## src/rtl/atrp_pkg.sv

```systemverilog
// ----------------------------------------------------------------------------
// atrp_pkg
// Shared types and codes for the ARM/Thumb relocation patcher: relocation
// type numbers, status codes and the item structs on both channels.
// ----------------------------------------------------------------------------
package atrp_pkg;

  localparam int unsigned HalfW = 16;
  localparam int unsigned AddrW = 32;
  localparam int unsigned TypeW = 8;
  localparam int unsigned StatW = 2;

  typedef enum logic [TypeW-1:0] {
    RELOC_ABS32      = 8'd2,
    RELOC_REL32      = 8'd3,
    RELOC_THM_CALL   = 8'd10,
    RELOC_THM_JUMP24 = 8'd30,
    RELOC_TARGET1    = 8'd38,
    RELOC_THM_MOVW   = 8'd47,
    RELOC_THM_MOVT   = 8'd48
  } reloc_e;

  typedef enum logic [StatW-1:0] {
    ST_PATCHED     = 2'd0,
    ST_RANGE       = 2'd1,
    ST_UNSUPPORTED = 2'd2
  } status_e;

  typedef struct packed {
    logic [HalfW-1:0] site_low_half;
    logic [HalfW-1:0] site_high_half;
    logic [TypeW-1:0] opcode;
    logic [AddrW-1:0] symbol_address;
    logic [AddrW-1:0] site_address;
  } req_t;

  typedef struct packed {
    logic [HalfW-1:0] patched_low_half;
    logic [HalfW-1:0] patched_high_half;
    status_e          status;
  } rsp_t;

endpackage

```

## src/rtl/atrp_if.sv

```systemverilog
// ----------------------------------------------------------------------------
// atrp_if
// Valid/ready channels of the relocation patcher: the request channel carries
// one relocation site, the response channel the patched halfwords and status.
// ----------------------------------------------------------------------------
interface atrp_req_if
  import atrp_pkg::*;
();
  logic             valid;
  logic             ready;
  logic [HalfW-1:0] site_low_half;
  logic [HalfW-1:0] site_high_half;
  logic [TypeW-1:0] opcode;
  logic [AddrW-1:0] symbol_address;
  logic [AddrW-1:0] site_address;

  modport source (
    output valid, site_low_half, site_high_half, opcode, symbol_address, site_address,
    input  ready
  );
  modport sink (
    input  valid, site_low_half, site_high_half, opcode, symbol_address, site_address,
    output ready
  );
endinterface

interface atrp_rsp_if
  import atrp_pkg::*;
();
  logic             valid;
  logic             ready;
  logic [HalfW-1:0] patched_low_half;
  logic [HalfW-1:0] patched_high_half;
  logic [StatW-1:0] status;

  modport source (
    output valid, patched_low_half, patched_high_half, status,
    input  ready
  );
  modport sink (
    input  valid, patched_low_half, patched_high_half, status,
    output ready
  );
endinterface

```

## src/rtl/arm_thumb_relocation_patcher.sv

```systemverilog
// ----------------------------------------------------------------------------
// arm_thumb_relocation_patcher
// A request is captured in the input register (s1_req_q), then its patched
// result in out_q, which drives rsp_o. Throughput: one item per cycle while
// rsp_o.ready is high; the patch logic between the input and result registers,
// led by the three-operand 32-bit branch offset add, sets the pace.
// Reset clears the two stage valid flags only; payload registers are not reset.
// ----------------------------------------------------------------------------
module arm_thumb_relocation_patcher
  import atrp_pkg::*;
(
  input logic           clk_i,
  input logic           rst_ni,
  atrp_req_if.sink      req_i,
  atrp_rsp_if.source    rsp_o
);

  logic s1_valid_q;
  req_t s1_req_q;
  logic s1_adv;
  logic out_valid_q;
  rsp_t out_q;
  rsp_t out_d;

  assign s1_adv      = s1_valid_q && (!out_valid_q || rsp_o.ready);
  assign req_i.ready = !s1_valid_q || s1_adv;

  always_ff @(posedge clk_i or negedge rst_ni) begin
    if (!rst_ni) begin
      s1_valid_q  <= 1'b0;
      out_valid_q <= 1'b0;
    end else begin
      if (req_i.ready) begin
        s1_valid_q <= req_i.valid;
      end
      if (s1_adv) begin
        out_valid_q <= 1'b1;
      end else if (rsp_o.ready) begin
        out_valid_q <= 1'b0;
      end
    end
  end

  always_ff @(posedge clk_i) begin
    if (req_i.valid && req_i.ready) begin
      s1_req_q.site_low_half  <= req_i.site_low_half;
      s1_req_q.site_high_half <= req_i.site_high_half;
      s1_req_q.opcode         <= req_i.opcode;
      s1_req_q.symbol_address <= req_i.symbol_address;
      s1_req_q.site_address   <= req_i.site_address;
    end
    if (s1_adv) begin
      out_q <= out_d;
    end
  end

  atrp_patch u_patch (
    .req_i (s1_req_q),
    .rsp_o (out_d)
  );

  assign rsp_o.valid             = out_valid_q;
  assign rsp_o.patched_low_half  = out_q.patched_low_half;
  assign rsp_o.patched_high_half = out_q.patched_high_half;
  assign rsp_o.status            = out_q.status;

`ifndef NO_ASSERTIONS
  a_no_accept_when_full: assert property (@(posedge clk_i) disable iff (!rst_ni)
    (req_i.valid && req_i.ready) |-> !(s1_valid_q && out_valid_q && !rsp_o.ready))
    else $error("request accepted while both stages are blocked");

  a_stage_moves: assert property (@(posedge clk_i) disable iff (!rst_ni)
    (s1_valid_q && !out_valid_q) |=> out_valid_q)
    else $error("held item did not move into empty result register");

  a_unchanged_site: assert property (@(posedge clk_i) disable iff (!rst_ni)
    s1_adv && (out_d.status != ST_PATCHED) |=>
      (out_q.patched_low_half == $past(s1_req_q.site_low_half)) &&
      (out_q.patched_high_half == $past(s1_req_q.site_high_half)))
    else $error("site changed for an unpatched item");
`endif

endmodule

```

## src/rtl/atrp_patch.sv

```systemverilog
// ----------------------------------------------------------------------------
// atrp_patch
// Patch datapath for one relocation site: data word adds, Thumb BL/B.W offset
// decode, range check and re-encode, and MOVW/MOVT imm16 field add.
// ----------------------------------------------------------------------------
module atrp_patch
  import atrp_pkg::*;
(
  input  req_t req_i,
  output rsp_t rsp_o
);

  logic [HalfW-1:0] lo;
  logic [HalfW-1:0] hi;
  logic [AddrW-1:0] word;
  logic [AddrW-1:0] abs_sum;
  logic [AddrW-1:0] rel_sum;
  logic             br_s;
  logic             br_i1;
  logic             br_i2;
  logic [AddrW-1:0] br_old;
  logic [AddrW-1:0] br_new;
  logic             br_oor;
  logic [HalfW-1:0] br_lo;
  logic [HalfW-1:0] br_hi;
  logic [HalfW-1:0] mov_imm;
  logic [HalfW-1:0] mov_add;
  logic [HalfW-1:0] mov_sum;
  logic [HalfW-1:0] mov_lo;
  logic [HalfW-1:0] mov_hi;

  assign lo      = req_i.site_low_half;
  assign hi      = req_i.site_high_half;
  assign word    = {hi, lo};
  assign abs_sum = word + req_i.symbol_address;
  assign rel_sum = word + req_i.symbol_address - req_i.site_address;

  // thumb branch offset S:I1:I2:imm10:imm11:0, sign extended
  assign br_s   = lo[10];
  assign br_i1  = ~(hi[13] ^ br_s);
  assign br_i2  = ~(hi[11] ^ br_s);
  assign br_old = {{7{br_s}}, br_s, br_i1, br_i2, lo[9:0], hi[10:0], 1'b0};
  assign br_new = req_i.symbol_address + br_old - req_i.site_address;
  assign br_oor = !((&br_new[31:24]) || !(|br_new[31:24]));
  assign br_lo  = {lo[15:11], br_new[24], br_new[21:12]};
  assign br_hi  = {hi[15:14], ~(br_new[23] ^ br_new[24]), hi[12],
                   ~(br_new[22] ^ br_new[24]), br_new[11:1]};

  // imm16 = imm4:i:imm3:imm8
  assign mov_imm = {lo[3:0], lo[10], hi[14:12], hi[7:0]};
  assign mov_add = (req_i.opcode == RELOC_THM_MOVT) ? req_i.symbol_address[31:16]
                                                    : req_i.symbol_address[15:0];
  assign mov_sum = mov_imm + mov_add;
  assign mov_lo  = {lo[15:11], mov_sum[11], lo[9:4], mov_sum[15:12]};
  assign mov_hi  = {hi[15], mov_sum[10:8], hi[11:8], mov_sum[7:0]};

  always_comb begin
    rsp_o.patched_low_half  = lo;
    rsp_o.patched_high_half = hi;
    rsp_o.status            = ST_PATCHED;
    unique case (req_i.opcode) inside
      RELOC_ABS32, RELOC_TARGET1: begin
        rsp_o.patched_low_half  = abs_sum[15:0];
        rsp_o.patched_high_half = abs_sum[31:16];
      end
      RELOC_REL32: begin
        rsp_o.patched_low_half  = rel_sum[15:0];
        rsp_o.patched_high_half = rel_sum[31:16];
      end
      RELOC_THM_CALL, RELOC_THM_JUMP24: begin
        if (br_oor) begin
          rsp_o.status = ST_RANGE;
        end else begin
          rsp_o.patched_low_half  = br_lo;
          rsp_o.patched_high_half = br_hi;
        end
      end
      RELOC_THM_MOVW, RELOC_THM_MOVT: begin
        rsp_o.patched_low_half  = mov_lo;
        rsp_o.patched_high_half = mov_hi;
      end
      default: begin
        rsp_o.status = ST_UNSUPPORTED;
      end
    endcase
  end

endmodule
```

## src/flat_wrapper.sv

```systemverilog
// flat-port wrapper written by rule: the top's interface ports become plain ports
module arm_thumb_relocation_patcher_flat import atrp_pkg::*;
  (clk_i, rst_ni, req_i_valid, req_i_site_low_half, req_i_site_high_half, req_i_opcode, req_i_symbol_address, req_i_site_address, req_i_ready, rsp_o_valid, rsp_o_patched_low_half, rsp_o_patched_high_half, rsp_o_status, rsp_o_ready);
  atrp_req_if req_i_i ();
  atrp_rsp_if rsp_o_i ();
  input logic clk_i;
  input logic rst_ni;
  input wire logic [$bits(req_i_i.valid)-1:0] req_i_valid;
  input wire logic [$bits(req_i_i.site_low_half)-1:0] req_i_site_low_half;
  input wire logic [$bits(req_i_i.site_high_half)-1:0] req_i_site_high_half;
  input wire logic [$bits(req_i_i.opcode)-1:0] req_i_opcode;
  input wire logic [$bits(req_i_i.symbol_address)-1:0] req_i_symbol_address;
  input wire logic [$bits(req_i_i.site_address)-1:0] req_i_site_address;
  output wire logic [$bits(req_i_i.ready)-1:0] req_i_ready;
  output wire logic [$bits(rsp_o_i.valid)-1:0] rsp_o_valid;
  output wire logic [$bits(rsp_o_i.patched_low_half)-1:0] rsp_o_patched_low_half;
  output wire logic [$bits(rsp_o_i.patched_high_half)-1:0] rsp_o_patched_high_half;
  output wire logic [$bits(rsp_o_i.status)-1:0] rsp_o_status;
  input wire logic [$bits(rsp_o_i.ready)-1:0] rsp_o_ready;
  assign req_i_i.valid = req_i_valid;
  assign req_i_i.site_low_half = req_i_site_low_half;
  assign req_i_i.site_high_half = req_i_site_high_half;
  assign req_i_i.opcode = req_i_opcode;
  assign req_i_i.symbol_address = req_i_symbol_address;
  assign req_i_i.site_address = req_i_site_address;
  assign req_i_ready = req_i_i.ready;
  assign rsp_o_valid = rsp_o_i.valid;
  assign rsp_o_patched_low_half = rsp_o_i.patched_low_half;
  assign rsp_o_patched_high_half = rsp_o_i.patched_high_half;
  assign rsp_o_status = rsp_o_i.status;
  assign rsp_o_i.ready = rsp_o_ready;
  arm_thumb_relocation_patcher u_core (.clk_i(clk_i), .rst_ni(rst_ni), .req_i(req_i_i), .rsp_o(rsp_o_i));
endmodule
```

## config.mk

```make
export PLATFORM = sky130hd
export DESIGN_NAME = arm_thumb_relocation_patcher_flat
export DESIGN_NICKNAME = d
export VERILOG_FILES = /design/src/rtl/atrp_pkg.sv /design/src/rtl/atrp_if.sv /design/src/rtl/arm_thumb_relocation_patcher.sv /design/src/rtl/atrp_patch.sv /design/src/flat_wrapper.sv
export SDC_FILE = /design/constraint.sdc
export NUM_CORES = 1
export LEC_CHECK = 0
export BUFFER_PORTS_ARGS = -buffer_cell sky130_fd_sc_hd__buf_2
export CAP_MARGIN = 5
export CORE_ASPECT_RATIO = 2
export CORE_MARGIN = 2
export CORE_UTILIZATION = 45
export CTS_CLUSTER_DIAMETER = 100
export DETAILED_ROUTE_END_ITERATION = 7
export GPL_TIMING_DRIVEN = 1
export PLACE_DENSITY = 0.68
export SKIP_LAST_GASP = 1
export SYNTH_ARGS = -nofsm -noshare
export SYNTH_HDL_FRONTEND = slang
export SYNTH_HIERARCHICAL = 1
export SYNTH_SLANG_ARGS = --single-unit
```

## constraint.sdc

```tcl
create_clock -name clk_i -period 6 [get_ports clk_i]
set_clock_uncertainty 0.1 [all_clocks]
set_input_delay 1.2 -clock clk_i [delete_from_list [all_inputs] [get_ports clk_i]]
set_output_delay 1.2 -clock clk_i [all_outputs]
set_load 0.02 [all_outputs]
```

==> out/metrics.cfg <==
[run_status]
status=complete, no violations

[finish]
drive_above_1_share_pct=14.9
fillerInstances=2538
num-nets-final=1728
area_delta_synth_final_pct=13.8
diodes=0
layout.cells.non_filler=1840

[cts]
clock_path_buffers=2
cts.root.buffer_cell=clkbuf_16
clk_latency_ns=0.46
cts.sinks=140
cts_tree=done
cts_made_buffers=17
clkTransAtPathRegs_ns=0.07
h-tree-depth=4
cts_setup_buffers=0

[logic_synthesis]
synth_area_per_cell_um2=9.25
yosysTopAreaCell=edfxtp_1
syn-cell-area_um2=12300
synth_edf_count=138
syn_nets=1580
synth-main-ff-cell=edfxtp_1
synth_area_leaders=edfxtp_1 (34%), ha_1 (11%), fa_1 (5.5%)
synth.most_common_cell=inv_1
synth-seq-area-share_pct=34.1
yosysUniqueCellTypes=87
async_flop_share_pct=1.43
yosys.area.top_type_share_pct=33.7
synthTopCellsByCount=inv_1 (172), edfxtp_1 (138), ha_1 (107)
postSynthCellCount=1331
yosys_warnings=6
synth-seq-cells=140

[floorplan]
die_h_um=238
pin_count=144
start_util_pct=45.7
die_area_um2=28800
core_um2=26900
row_count=85
die_w_um=121

[grt]
track_usage_pct=32.5
grt_pass1_vias=11457
grt_pass1_wl_um=67200
grt_max_degree=65
grt_overflow=0
antenna_found_initial=0

[critical_path]
cp_cell_sequence=ha_1, a211oi_1, nor2_1, o22ai_1, o21bai_1, a21oi_1, o21ai_0, xnor2_1, ha_1, a21o_1, a22oi_1, a21boi_0, a21boi_0, o41ai_1, xnor2_1, nand2_1, nand3b_1, a221o_1
path_class=reg2reg
startpoint_type=flip-flop
cp_slowest_cell=o41ai_1
cp_slowest_stage_delay_ns=0.56
crit_buf_inv=0
cp-end-kind=flip-flop
cp_top_family=compound AO/OA/AOI/OAI gates
crit_fanout=7
required_ns=6.12
arrival_ns=5.66

[timing]
slew_headroom_pct=25.8
final_max_slew_viol_count=0
final.setup.worst_slack_ns=0.460
hold_violations=0
setup_viol=0
tightest_slew_ns=1.11
setup-tns-final_ns=0
rsz0062_at_grt=false
fin_crit_ns=5.54
clock.fmax_mhz=180
fin_crit_sh_pct=92.3

[routing]
dr.first_iter.drc_count=924
dr.pass1.iters=6
drt-vias-per-instance=6.14
ant_nets=0
dr_total_vias=11292
avgRoutedWirePerCell_um=25.0
wl_um=46000
drc=0

[power_and_ir_drop]
p_leak_uw=0.00617
max-vdd-ir-drop_mv=0.242
powerDensity_nw_per_um2=290

[flow_run]
drv_cap=0

[place]
place_inst=1808
post-place-ws_ns=0.546
finalWeightedCongestion=1.03
io_buffers=143
post-dp-hpwl_um=37200

[worst_hold_path]
holdCritPathClass=in2async

[worst paths after layout]
check / cells after the start / endpoint / slack, ns / from
max: 18 / u_core/rsp_o.patched_high_half[2] / 0.46 / u_core/s1_req_q[89]
min: 1 / u_core/rsp_o.valid / 0.42 / rst_ni
max reg2reg: 18 / u_core/rsp_o.patched_high_half[2] / 0.46 / u_core/s1_req_q[89]
min reg2reg: 1 / u_core/rsp_o.valid / 0.46 / u_core/s1_valid_q
max in group asynchronous: 1 / u_core/s1_valid_q / 5.29 / rst_ni
min in group clk_i: 1 / u_core/rsp_o.valid / 0.46 / u_core/s1_valid_q
[cells in the final DEF, fill, tap and decap left out, types with 17 or more instances in the layout]
cell	instances
a21o_1	41
a21oi_1	106
buf_2	143
buf_4	21
clkbuf_16	17
edfxtp_1	138
fa_1	34
ha_1	107
inv_1	172
nand2_1	86
nand2b_1	22
nand3_1	32
nor2_1	64
nor3_1	32
o21ai_0	96
xnor2_1	57
xor2_1	35
[sequential cells by signal, indices dropped and copies added (netlist names)]
| register | cells |
|---|---|
| u_core/s1_req_q | 104 |
| u_core/rsp_o.patched_high_half | 16 |
| u_core/rsp_o.patched_low_half | 16 |
| u_core/rsp_o.status | 2 |
| u_core/rsp_o.valid | 1 |
| u_core/s1_valid_q | 1 |
[metal layers]
layer / GRT usage (%) / up-vias / part of all wire [%]
met3: 5.04 / 194 / 5.2
met1: 30.6 / 5352 / 32
met2: 58.2 / 588 / 52
met4: 30.7 / 0 / 11
met5: 0 / - / 0
li1: - / 5158 / -
[logic make-up after synthesis]
| logic type | synth area share [%] |
|---|---|
| AO/OA/AOI/OAI | 22.8 |
| AND/OR/NAND/NOR | 12.9 |
| buffers and inverters | 6.55 |
| adder cells (fa/ha/maj) | 16.4 |
| flip-flops | 34.1 |
| XOR/XNOR | 6.68 |
| multiplexers | 0.590 |
[per-stage QoR]
| step | util [%] | total power [µW] | hold WS, ns | instance area [µm²] |
|---|---|---|---|---|
| floorplan | - | 2490 | 0.406 | 12300 |
| global placement | 50.0 | 3010 | 0.412 | 13500 |
| detailed placement | 50.0 | 3020 | 0.440 | 13500 |
| CTS | 52.1 | 4040 | 0.400 | 14000 |
| global route | 52.1 | 4270 | 0.401 | 14000 |
| finish | 52.1 | 4070 | 0.416 | 14000 |
[cell type report]
class / count / area (µm²) / area share [%]
clock buffers: 19 / 433 / 3.09
multi-input cells: 984 / 7310 / 52.2
clock inverters: 13 / 116 / 0.831
well taps: 348 / 435 / 3.11
inverters: 172 / 646 / 4.61
flip-flops and latches: 140 / 4190 / 29.9
repair buffers: 164 / 873 / 6.23
[power by group]
| part | internal, µW | leakage (µW) | switching, µW |
|---|---|---|---|
| logic | 693 | 0.00457 | 1140 |
| registers | 1160 | 0.00134 | 70.1 |
| clock network | 569 | 0.000254 | 436 |
[repair_timing]
item	in CTS	in global routing
gates resized for setup	0	1
hold buffers	0	0
endpoints found under the hold margin	0	0
setup endpoints to repair	0	2
No activity file was read; power rests on OpenSTA's default activity.
